[src/hw/rtl/sbq_pkg.sv]
// Package for the sorted bounded queue: sizes, codes and the command and
// status structs between the controller and the datapath. No dependencies.
package sbq_pkg;

   localparam int CAPACITY   = 10;
   localparam int CNT_W      = $clog2(CAPACITY + 1);
   localparam int KEY_W      = 64;
   localparam int PAY_W      = 64;
   localparam int FILL_W     = 4;
   localparam int STATUS_W   = 2;
   localparam int REQ_DATA_W = 128;
   localparam int RSP_DATA_W = 136;

   typedef enum logic {
      ACT_PUSH = 1'b0,
      ACT_POP  = 1'b1
   } act_type;

   typedef enum logic [STATUS_W-1:0] {
      STATUS_DONE  = 2'd0,
      STATUS_FULL  = 2'd1,
      STATUS_EMPTY = 2'd2
   } status_type;

   typedef struct packed {
      logic capture;
      logic execute;
   } cmd_type;

   typedef struct packed {
      logic slot_free;
   } stat_type;

endpackage

[src/hw/rtl/sorted_bounded_queue.sv]
// Top level of the sorted bounded queue: joins the controller and the
// datapath. Depends on sbq_pkg, sbq_controller and sbq_datapath.
//
//   channel  dir  tdata (low bit up)                      tuser
//   req_     in   key[63:0], payload[127:64]              action
//   rsp_     out  popped_key, popped_payload, fill, pad   status
//
// Each beat is first registered as a request; then the new key is compared
// against every held entry at once and the row of cells is shifted.
// The next request beat is taken while a response still waits for rsp_tready.
// A stalled response holds the execute step until the response register frees.
// Reset empties the queue; entry contents are left as they are.
module sorted_bounded_queue (
   input  logic                             clock,
   input  logic                             reset,
   input  logic                             req_tvalid,
   output logic                             req_tready,
   // key, payload
   input  logic [sbq_pkg::REQ_DATA_W-1:0]   req_tdata,
   // action
   input  logic                             req_tuser,
   output logic                             rsp_tvalid,
   input  logic                             rsp_tready,
   // popped_key, popped_payload, fill, zero padding
   output logic [sbq_pkg::RSP_DATA_W-1:0]   rsp_tdata,
   // status
   output logic [sbq_pkg::STATUS_W-1:0]     rsp_tuser
);
   import sbq_pkg::*;

   cmd_type  cmd;
   stat_type stat;

   sbq_controller u_controller (
      .clock      (clock),
      .reset      (reset),
      .req_tvalid (req_tvalid),
      .req_tready (req_tready),
      .stat       (stat),
      .cmd        (cmd)
   );

   sbq_datapath u_datapath (
      .clock      (clock),
      .reset      (reset),
      .cmd        (cmd),
      .stat       (stat),
      .req_tuser  (req_tuser),
      .req_tdata  (req_tdata),
      .rsp_tvalid (rsp_tvalid),
      .rsp_tready (rsp_tready),
      .rsp_tdata  (rsp_tdata),
      .rsp_tuser  (rsp_tuser)
   );

`ifndef SYNTH
   a_one_at_a_time: assert property (@(posedge clock) disable iff (reset)
      (req_tvalid && req_tready) |=> !req_tready)
      else $error("request taken while another is in progress");

   a_full_fill: assert property (@(posedge clock) disable iff (reset)
      (rsp_tvalid && (rsp_tuser == STATUS_FULL)) |->
      (rsp_tdata[KEY_W+PAY_W+FILL_W-1:KEY_W+PAY_W] == FILL_W'(CAPACITY)))
      else $error("full refusal with fill below capacity");

   a_empty_fill: assert property (@(posedge clock) disable iff (reset)
      (rsp_tvalid && (rsp_tuser == STATUS_EMPTY)) |->
      (rsp_tdata[KEY_W+PAY_W+FILL_W-1:0] == '0))
      else $error("empty refusal with nonzero fill or data");
`endif

endmodule

[src/hw/rtl/sbq_controller.sv]
// Controller for the sorted bounded queue: takes one request beat, then
// applies it once the response register is free. Depends on sbq_pkg.
module sbq_controller (
   input  logic              clock,
   input  logic              reset,
   input  logic              req_tvalid,
   output logic              req_tready,
   input  sbq_pkg::stat_type stat,
   output sbq_pkg::cmd_type  cmd
);
   import sbq_pkg::*;

   typedef enum logic [1:0] {
      S_IDLE = 2'b01,
      S_EXEC = 2'b10
   } state_type;

   state_type state_ff;
   state_type state_in;

   always_comb begin
      state_in    = state_ff;
      req_tready  = 1'b0;
      cmd.capture = 1'b0;
      cmd.execute = 1'b0;
      case (state_ff)
         S_IDLE: begin
            req_tready  = 1'b1;
            cmd.capture = req_tvalid;
            if (req_tvalid) begin
               state_in = S_EXEC;
            end
         end
         S_EXEC: begin
            cmd.execute = stat.slot_free;
            if (stat.slot_free) begin
               state_in = S_IDLE;
            end
         end
         default: begin
            state_in = S_IDLE;
         end
      endcase
   end

   always_ff @(posedge clock) begin
      if (reset) begin
         state_ff <= S_IDLE;
      end else begin
         state_ff <= state_in;
      end
   end

endmodule

[src/hw/rtl/sbq_datapath.sv]
// Datapath for the sorted bounded queue: request register, the row of sorted
// entry cells with their compare-and-shift logic, and the response register.
// Depends on sbq_pkg.
module sbq_datapath (
   input  logic                             clock,
   input  logic                             reset,
   input  sbq_pkg::cmd_type                 cmd,
   output sbq_pkg::stat_type                stat,
   input  logic                             req_tuser,
   input  logic [sbq_pkg::REQ_DATA_W-1:0]   req_tdata,
   output logic                             rsp_tvalid,
   input  logic                             rsp_tready,
   output logic [sbq_pkg::RSP_DATA_W-1:0]   rsp_tdata,
   output logic [sbq_pkg::STATUS_W-1:0]     rsp_tuser
);
   import sbq_pkg::*;

   act_type            act_ff;
   logic [KEY_W-1:0]   key_ff;
   logic [PAY_W-1:0]   pay_ff;

   logic [KEY_W-1:0]   keys_ff [CAPACITY];
   logic [PAY_W-1:0]   pays_ff [CAPACITY];
   logic [KEY_W-1:0]   keys_in [CAPACITY];
   logic [PAY_W-1:0]   pays_in [CAPACITY];
   logic [CNT_W-1:0]   count_ff;
   logic [CNT_W-1:0]   count_in;

   logic               rsp_valid_ff;
   logic               rsp_valid_in;
   status_type         rsp_status_ff;
   status_type         rsp_status_in;
   logic [KEY_W-1:0]   rsp_key_ff;
   logic [KEY_W-1:0]   rsp_key_in;
   logic [PAY_W-1:0]   rsp_pay_ff;
   logic [PAY_W-1:0]   rsp_pay_in;
   logic [FILL_W-1:0]  rsp_fill_ff;

   logic [CAPACITY-1:0] gt;
   logic [CAPACITY-1:0] gt_prev;
   logic                full;
   logic                empty;

   assign full  = (count_ff == CNT_W'(CAPACITY));
   assign empty = (count_ff == '0);

   // A cell holds a key greater than the new one: it and all above it move up.
   always_comb begin
      for (int i = 0; i < CAPACITY; i++) begin
         gt[i] = (CNT_W'(i) < count_ff) && (keys_ff[i] > key_ff);
      end
      gt_prev[0] = 1'b0;
      for (int i = 1; i < CAPACITY; i++) begin
         gt_prev[i] = gt[i-1];
      end
   end

   always_comb begin
      keys_in       = keys_ff;
      pays_in       = pays_ff;
      count_in      = count_ff;
      rsp_status_in = STATUS_DONE;
      rsp_key_in    = '0;
      rsp_pay_in    = '0;
      if (act_ff == ACT_PUSH) begin
         if (full) begin
            rsp_status_in = STATUS_FULL;
         end else begin
            count_in = count_ff + CNT_W'(1);
            for (int i = 0; i < CAPACITY; i++) begin
               if (gt_prev[i]) begin
                  keys_in[i] = keys_ff[i-1];
                  pays_in[i] = pays_ff[i-1];
               end else if (gt[i] || (count_ff == CNT_W'(i))) begin
                  keys_in[i] = key_ff;
                  pays_in[i] = pay_ff;
               end
            end
         end
      end else begin
         if (empty) begin
            rsp_status_in = STATUS_EMPTY;
         end else begin
            count_in   = count_ff - CNT_W'(1);
            rsp_key_in = keys_ff[0];
            rsp_pay_in = pays_ff[0];
            for (int i = 0; i < CAPACITY - 1; i++) begin
               keys_in[i] = keys_ff[i+1];
               pays_in[i] = pays_ff[i+1];
            end
         end
      end
   end

   always_comb begin
      rsp_valid_in = rsp_valid_ff;
      if (cmd.execute) begin
         rsp_valid_in = 1'b1;
      end else if (rsp_tready) begin
         rsp_valid_in = 1'b0;
      end
   end

   assign stat.slot_free = !rsp_valid_ff || rsp_tready;

   always_ff @(posedge clock) begin
      if (reset) begin
         count_ff     <= '0;
         rsp_valid_ff <= 1'b0;
      end else begin
         rsp_valid_ff <= rsp_valid_in;
         if (cmd.execute) begin
            count_ff <= count_in;
         end
      end
   end

   always_ff @(posedge clock) begin
      if (cmd.capture) begin
         act_ff <= act_type'(req_tuser);
         key_ff <= req_tdata[KEY_W-1:0];
         pay_ff <= req_tdata[KEY_W+PAY_W-1:KEY_W];
      end
      if (cmd.execute) begin
         keys_ff       <= keys_in;
         pays_ff       <= pays_in;
         rsp_status_ff <= rsp_status_in;
         rsp_key_ff    <= rsp_key_in;
         rsp_pay_ff    <= rsp_pay_in;
         rsp_fill_ff   <= FILL_W'(count_in);
      end
   end

   assign rsp_tvalid = rsp_valid_ff;
   assign rsp_tuser  = rsp_status_ff;
   assign rsp_tdata  = {{(RSP_DATA_W - KEY_W - PAY_W - FILL_W){1'b0}},
                        rsp_fill_ff, rsp_pay_ff, rsp_key_ff};

endmodule

[config.mk]
export PLATFORM = sky130hd
export DESIGN_NAME = sorted_bounded_queue
export DESIGN_NICKNAME = d
export VERILOG_FILES = /design/src/hw/rtl/sbq_pkg.sv /design/src/hw/rtl/sorted_bounded_queue.sv /design/src/hw/rtl/sbq_controller.sv /design/src/hw/rtl/sbq_datapath.sv
export SDC_FILE = /design/constraint.sdc
export NUM_CORES = 2
export LEC_CHECK = 0
export BUFFER_PORTS_ARGS = -buffer_cell sky130_fd_sc_hd__buf_4
export CAP_MARGIN = 5
export CORE_ASPECT_RATIO = 0.9
export CORE_MARGIN = 10
export CORE_UTILIZATION = 30
export CTS_CLUSTER_DIAMETER = 80
export DETAILED_ROUTE_END_ITERATION = 10
export GPL_TIMING_DRIVEN = 0
export SLEW_MARGIN = 20
export SYNTH_ARGS = -nofsm -noshare
export SYNTH_HDL_FRONTEND = slang
export SYNTH_SLANG_ARGS = --single-unit
[constraint.sdc]
create_clock -name clock -period 25.4 [get_ports clock]
set_input_delay 0 -clock clock [delete_from_list [all_inputs] [get_ports clock]]
set_output_delay 0 -clock clock [all_outputs]
set_load 0.02 [all_outputs]
[After elaboration in Yosys (flattened, before gate mapping)]
Cells that the tools add are included.
Word-level totals
  latch bits: 0
  memory bits (read-only): 0
  register bits: 1550
  RAM bits: 0
  memories kept: 0
  input bits: 133
Operators by class
  $add $sub $neg: 2
  bitwise logic cells: 2
  divide/modulo/power cells: 0
  multipliers: 0
  multiplexer cells: 58
  magnitude comparators: 20
  eq/ne operators: 16
  reductions and logical operators: 46
  shifts and indexed selects: 0
Operators by type and width (number)
  $mux 64: 38
  $mux 576: 4
  $mux 640: 2
  $gt 64x64->1: 10
  $reduce_and 4->1: 10
  $reduce_bool 3->1: 8
  $eq 4x3->1 const B: 4
  $lt 3x4->1 const A: 4
  $eq 4x4->1 const B: 3
  $mux 4: 3
  $logic_or 1x1->1: 11
  $logic_and 1x1->1: 10
  $eq 4x2->1 const B: 2
  $lt 1x4->1 const A: 2
  $lt 2x4->1 const A: 2
  $lt 4x4->1 const A: 2
  $mux 2: 4
  $mux 1: 6
  $reduce_bool 2->1: 3
  $add 4x1->4 const B: 1
  $eq 4x1->1 const B: 1
  $logic_not 4->1: 1
  $ne 2x1->1 const B: 2
  $ne 2x2->1 const B: 2
  8 further kinds: 9

[Logic depth before layout (Yosys ltp)]
  depth in word-level cells: 7
  gate-level depth with buffers: 13

[Cells and area by module]
Synthesis repeated with hierarchy kept, for this count alone.
Unflattened totals
  cells, all modules: 7489
  area total of the unflattened synthesis: 83771.6 um2
Modules (own cells, without submodules)
  sbq_datapath: cells each 7480, times used 1, area each 83676.5 um2, seq. area each 46434.5 um2
  sbq_controller: cells each 9, times used 1, area each 95.1 um2, seq. area each 40.0 um2

[Worst setup path before layout]
No wires, ideal clock.
  path type: reg2reg
  start: register u_datapath.rsp_valid_ff (netlist: u_datapath.rsp_tvalid)
  end: register u_datapath.keys_ff[100] (netlist name) (enable)
  arrival: 12344 ps
  period minus slack after synthesis: 13036 ps
  setup time: 692 ps
  slack: 12364 ps
  required time: 24708 ps
  cell stages (with the launch flop): 6
  path through: dfxtp_1 -> nand2b_1 -> nor2b_1 -> clkbuf_1 -> o21ai_1 -> a31oi_1
RTL lines
  start: declaration: RTL line sbq_datapath.sv:29  | logic rsp_valid_ff;
  start signal: assignment: RTL line sbq_datapath.sv:111  | rsp_valid_ff <= rsp_valid_in;
  end signal: assignment: RTL line sbq_datapath.sv:125  | keys_ff <= keys_in;
  end: declaration: RTL line sbq_datapath.sv:22  | logic [KEY_W-1:0] keys_ff [CAPACITY];

[Worst setup path after layout]
  start: register u_datapath.key_ff[63]
  end: register u_datapath.pays_ff[304] (netlist name) (enable)
On the way
  word-level cells in the longest chain between the ends: 5
  elaborated cells between the ends (all ways): 7
RTL lines
  start: declaration: RTL line sbq_datapath.sv:19  | logic [KEY_W-1:0] key_ff;
  start signal: assignment: RTL line sbq_datapath.sv:121  | key_ff <= req_tdata[KEY_W-1:0];
  $gt 64x64->1: RTL line sbq_datapath.sv:50  | gt[i] = (CNT_W'(i) < count_ff) && (keys_ff[i] > key_ff);
  $logic_and 1x1->1: RTL line sbq_datapath.sv:50
  $logic_or 1x1->1: RTL line sbq_datapath.sv:74  | end else if (gt[i] || (count_ff == CNT_W'(i))) begin
  $reduce_bool 3->1 (no source line) *
  $reduce_and 4->1 (no source line) *
  end signal: assignment: RTL line sbq_datapath.sv:126  | pays_ff <= pays_in;
  end: declaration: RTL line sbq_datapath.sv:23  | logic [PAY_W-1:0] pays_ff [CAPACITY];
Mark *: on every way between the ends. The rest lies on a longest branch, timed or not.
A chain may end at the register's enable or synchronous reset.

==> reports/results.ini <==
[detailed_routing]
vias=72800
drc=0
first_pass_iters=8
top_layer=met5
antenna_left=0
wl_per_cell_um=27.9
routed_wirelength_um=350000
wl_met1_um=143000
wl_met2_um=152000
vias_per_cell=5.81
drt_iter0_drc=10100
met3WireLength_um=40100

[worst_setup_path]
path_class=register to register
slowest_stage=clkbuf_1
critPathBufInv=5
crit_path_end_kind=register
cpPeakStageDelay_ps=930
cp_data_required_time_ps=25960
cp.arrival_ps=7710
crit_family=simple AND/OR/NAND/NOR gates
critPathMostFrequentCell=buf_16
crit_chain=inv_1 > ha_1 > nand2_1 > nor4_1 > nor4b_1 > and4_1 > o31ai_1 > a21oi_1 > clkbuf_1 > a31oi_1 > a21oi_4 > buf_16 > buf_16 > buf_16
cp_max_fo=18
critPathLaunchType=register

[floorplan]
io-pin-count=273
rows=185
die_h_um=525
die_area_um2=305000
initial_core_util=0.301
coreArea_um2=282000
die_w_um=581

[synth]
postSynth.asyncResetShare=0
ys_types=62
postSynthAreaPerCell_um2=10.9
synth_seq_area_share=0.546
synth_edf_count=1543
synth_warnings=0
yosysMostFrequentCell=edfxtp_1
syn-instance-count=7804
synth.area.top_cells=edfxtp_1 54%, ha_1 9.5%, o211ai_1 9.2%
synth_seq_cells=1550
synth_common_cells=1543 x edfxtp_1, 1441 x nand2_1, 1223 x nand3_1
synth_area_leader_cell=edfxtp_1
syn-cell-area_um2=85100
synth_flop_cell=edfxtp_1
yosysTopAreaCellShare=0.545

[layout]
drive_gt1_frac=0.101
syn2layout_area_growth_pct=21.4
nNetsFinal=9413

[sta]
finalCritPeriodShare=0.282
fin_setup_tns_ps=0
slew_violations=0
rsz0062_at_grt=false
hold_viol=0
tightest_slew_ps=1220
fin_skew_ps=88.8
finalSetupViolCount=0
slew-limit-headroom=0.187
max_freq_ghz=0.140
whs_ps=369
fin_crit_ps=7160

[clock_tree]
clockBufferDepth=4
path_clk_slew_ps=70
cts_sinks=1550
h-tree-depth=4
postCtsSetupBuffers=0
ctsHoldBuffers=264
cts-resized-gates=0
root_buffer=clkbuf_16
cts_tree=done
clock_latency_ps=890
cts_buffers=181

[grt]
grt_max_degree=49
grt_pass1_wl_um=499000
grt_pass1_vias=70800
grt_use_total=0.217
grt_overflow=0
antenna_found_initial=38

[power_and_ir_drop]
p_per_area_nw_per_um2=59.7
power_leakage_nw=36.5
ir_drop_mv=0.0530

[place]
gp_congestion=0.966
hpwl_um=270000
io_buffers=268

[outcome]
status=finished clean

[flow_run]
cap_violations=0

[hold_path]
hold_class=primary input to register

## worst reg2reg max path, stage by stage, from the launching register on
cell and delay [ps]:
edfxtp_1 600, inv_1 390, ha_1 430, nand2_1 120, nor4_1 800, nor4b_1 880
and4_1 420, o31ai_1 110, a21oi_1 630, clkbuf_1 930, a31oi_1 190, a21oi_4 720
buf_16 240, buf_16 190, buf_16 190
## per-layer routing
metal  vias to the layer above  GRT usage
li1                      31900          -
met1                     35700      0.298
met2                      4510      0.334
met3                       657     0.0520
met4                        12     0.0787
met5                         -    0.00485
## final cells by class
class                   instances  area [µm²]
diodes                         17        42.5
plain buffers                 574        2510
clock buffers                 207        4650
clock inverters               114        1130
fillers                     27500      179000
inverters                     102         383
multi-input cells            5581       35900
flip-flops and latches       1550       46500
well taps                    3740        4680
repair buffers                646        7480
## kinds of logic after synthesis
logic type | share of synthesized area
muxes | 0.0174
other | 0.0000441
and+or+nand+nor | 0.166
xor gates and xnor gates | 0.000206
buffers and inverters | 0.0334
adders and majority gates | 0.0947
DFF | 0.546
AOI/OAI and AO/OA | 0.142
## flip-flops by register name, summed over array words and instances (netlist names), 4 cells and up
name                    flops
u_datapath.pay_ff          64
u_datapath.rsp_fill_ff      4
u_datapath.rsp_key_ff      64
u_datapath.rsp_pay_ff      64
u_datapath.key_ff          64
u_datapath.count_ff         4
u_datapath.keys_ff        640
u_datapath.pays_ff        640
## layout by cell type (no fill, tap or decap), types with 27 or more instances in the layout
| master | netlist | routed |
|---|---|---|
| ha_1 | 644 | 644 |
| dlygate4sd3_1 | 0 | 264 |
| clkinv_2 | 0 | 29 |
| inv_1 | 102 | 102 |
| a21oi_1 | 250 | 246 |
| nand4_1 | 109 | 109 |
| clkbuf_16 | 0 | 182 |
| a21o_1 | 47 | 47 |
| nand2_1 | 1441 | 1441 |
| clkbuf_1 | 383 | 372 |
| mux2_1 | 98 | 98 |
| buf_1 | 27 | 27 |
| mux2_2 | 30 | 30 |
| and3_1 | 135 | 135 |
| a2bb2oi_1 | 129 | 129 |
| nor2_1 | 81 | 78 |
| buf_16 | 0 | 81 |
| buf_12 | 0 | 28 |
| o21ai_0 | 96 | 96 |
| nand3_1 | 1223 | 1223 |
| edfxtp_1 | 1543 | 1543 |
| clkbuf_2 | 0 | 35 |
| o211ai_1 | 1038 | 1038 |
| buf_2 | 138 | 139 |
| clkinv_1 | 0 | 42 |
| buf_4 | 16 | 288 |
## metrics by stage
| stage | power, mW | instances | util | instance area, µm² | setup slack [ps] |
|---|---|---|---|---|---|
| 2_1_floorplan | 3.26 | 7807 | - | 85100 | 12360 |
| 3_3_place_gp | 3.48 | 11800 | 0.325 | 91800 | 828 |
| 3_5_place_dp | 3.50 | 11900 | 0.336 | 94800 | 18510 |
| 4_1_cts | 6.17 | 12500 | 0.366 | 103000 | 18460 |
| 5_1_grt | 6.33 | 12500 | 0.366 | 103000 | 18320 |
| 6_report | 6.16 | 12500 | 0.366 | 103000 | 18240 |
## power breakdown
part	total (mW)	internal [mW]	switching [mW]
Combinational	0.618	0.215	0.403
Sequential	2.88	2.85	0.0288
Clock	2.66	1.52	1.14
Total	6.16	4.59	1.58
## worst paths after layout
path / start / end / slack (ps) / depth (start not counted)
setup / recovery: u_datapath.key_ff[63] / u_datapath.pays_ff[304] / 18240 / 14
hold / removal: req_tdata[75] / u_datapath.pay_ff[11] / 370 / 3
setup reg to reg: u_datapath.key_ff[63] / u_datapath.pays_ff[304] / 18240 / 14
hold reg to reg: u_datapath.pays_ff[564] / u_datapath.pays_ff[628] / 550 / 2
Note: power is estimated with default switching activity, not from simulation.
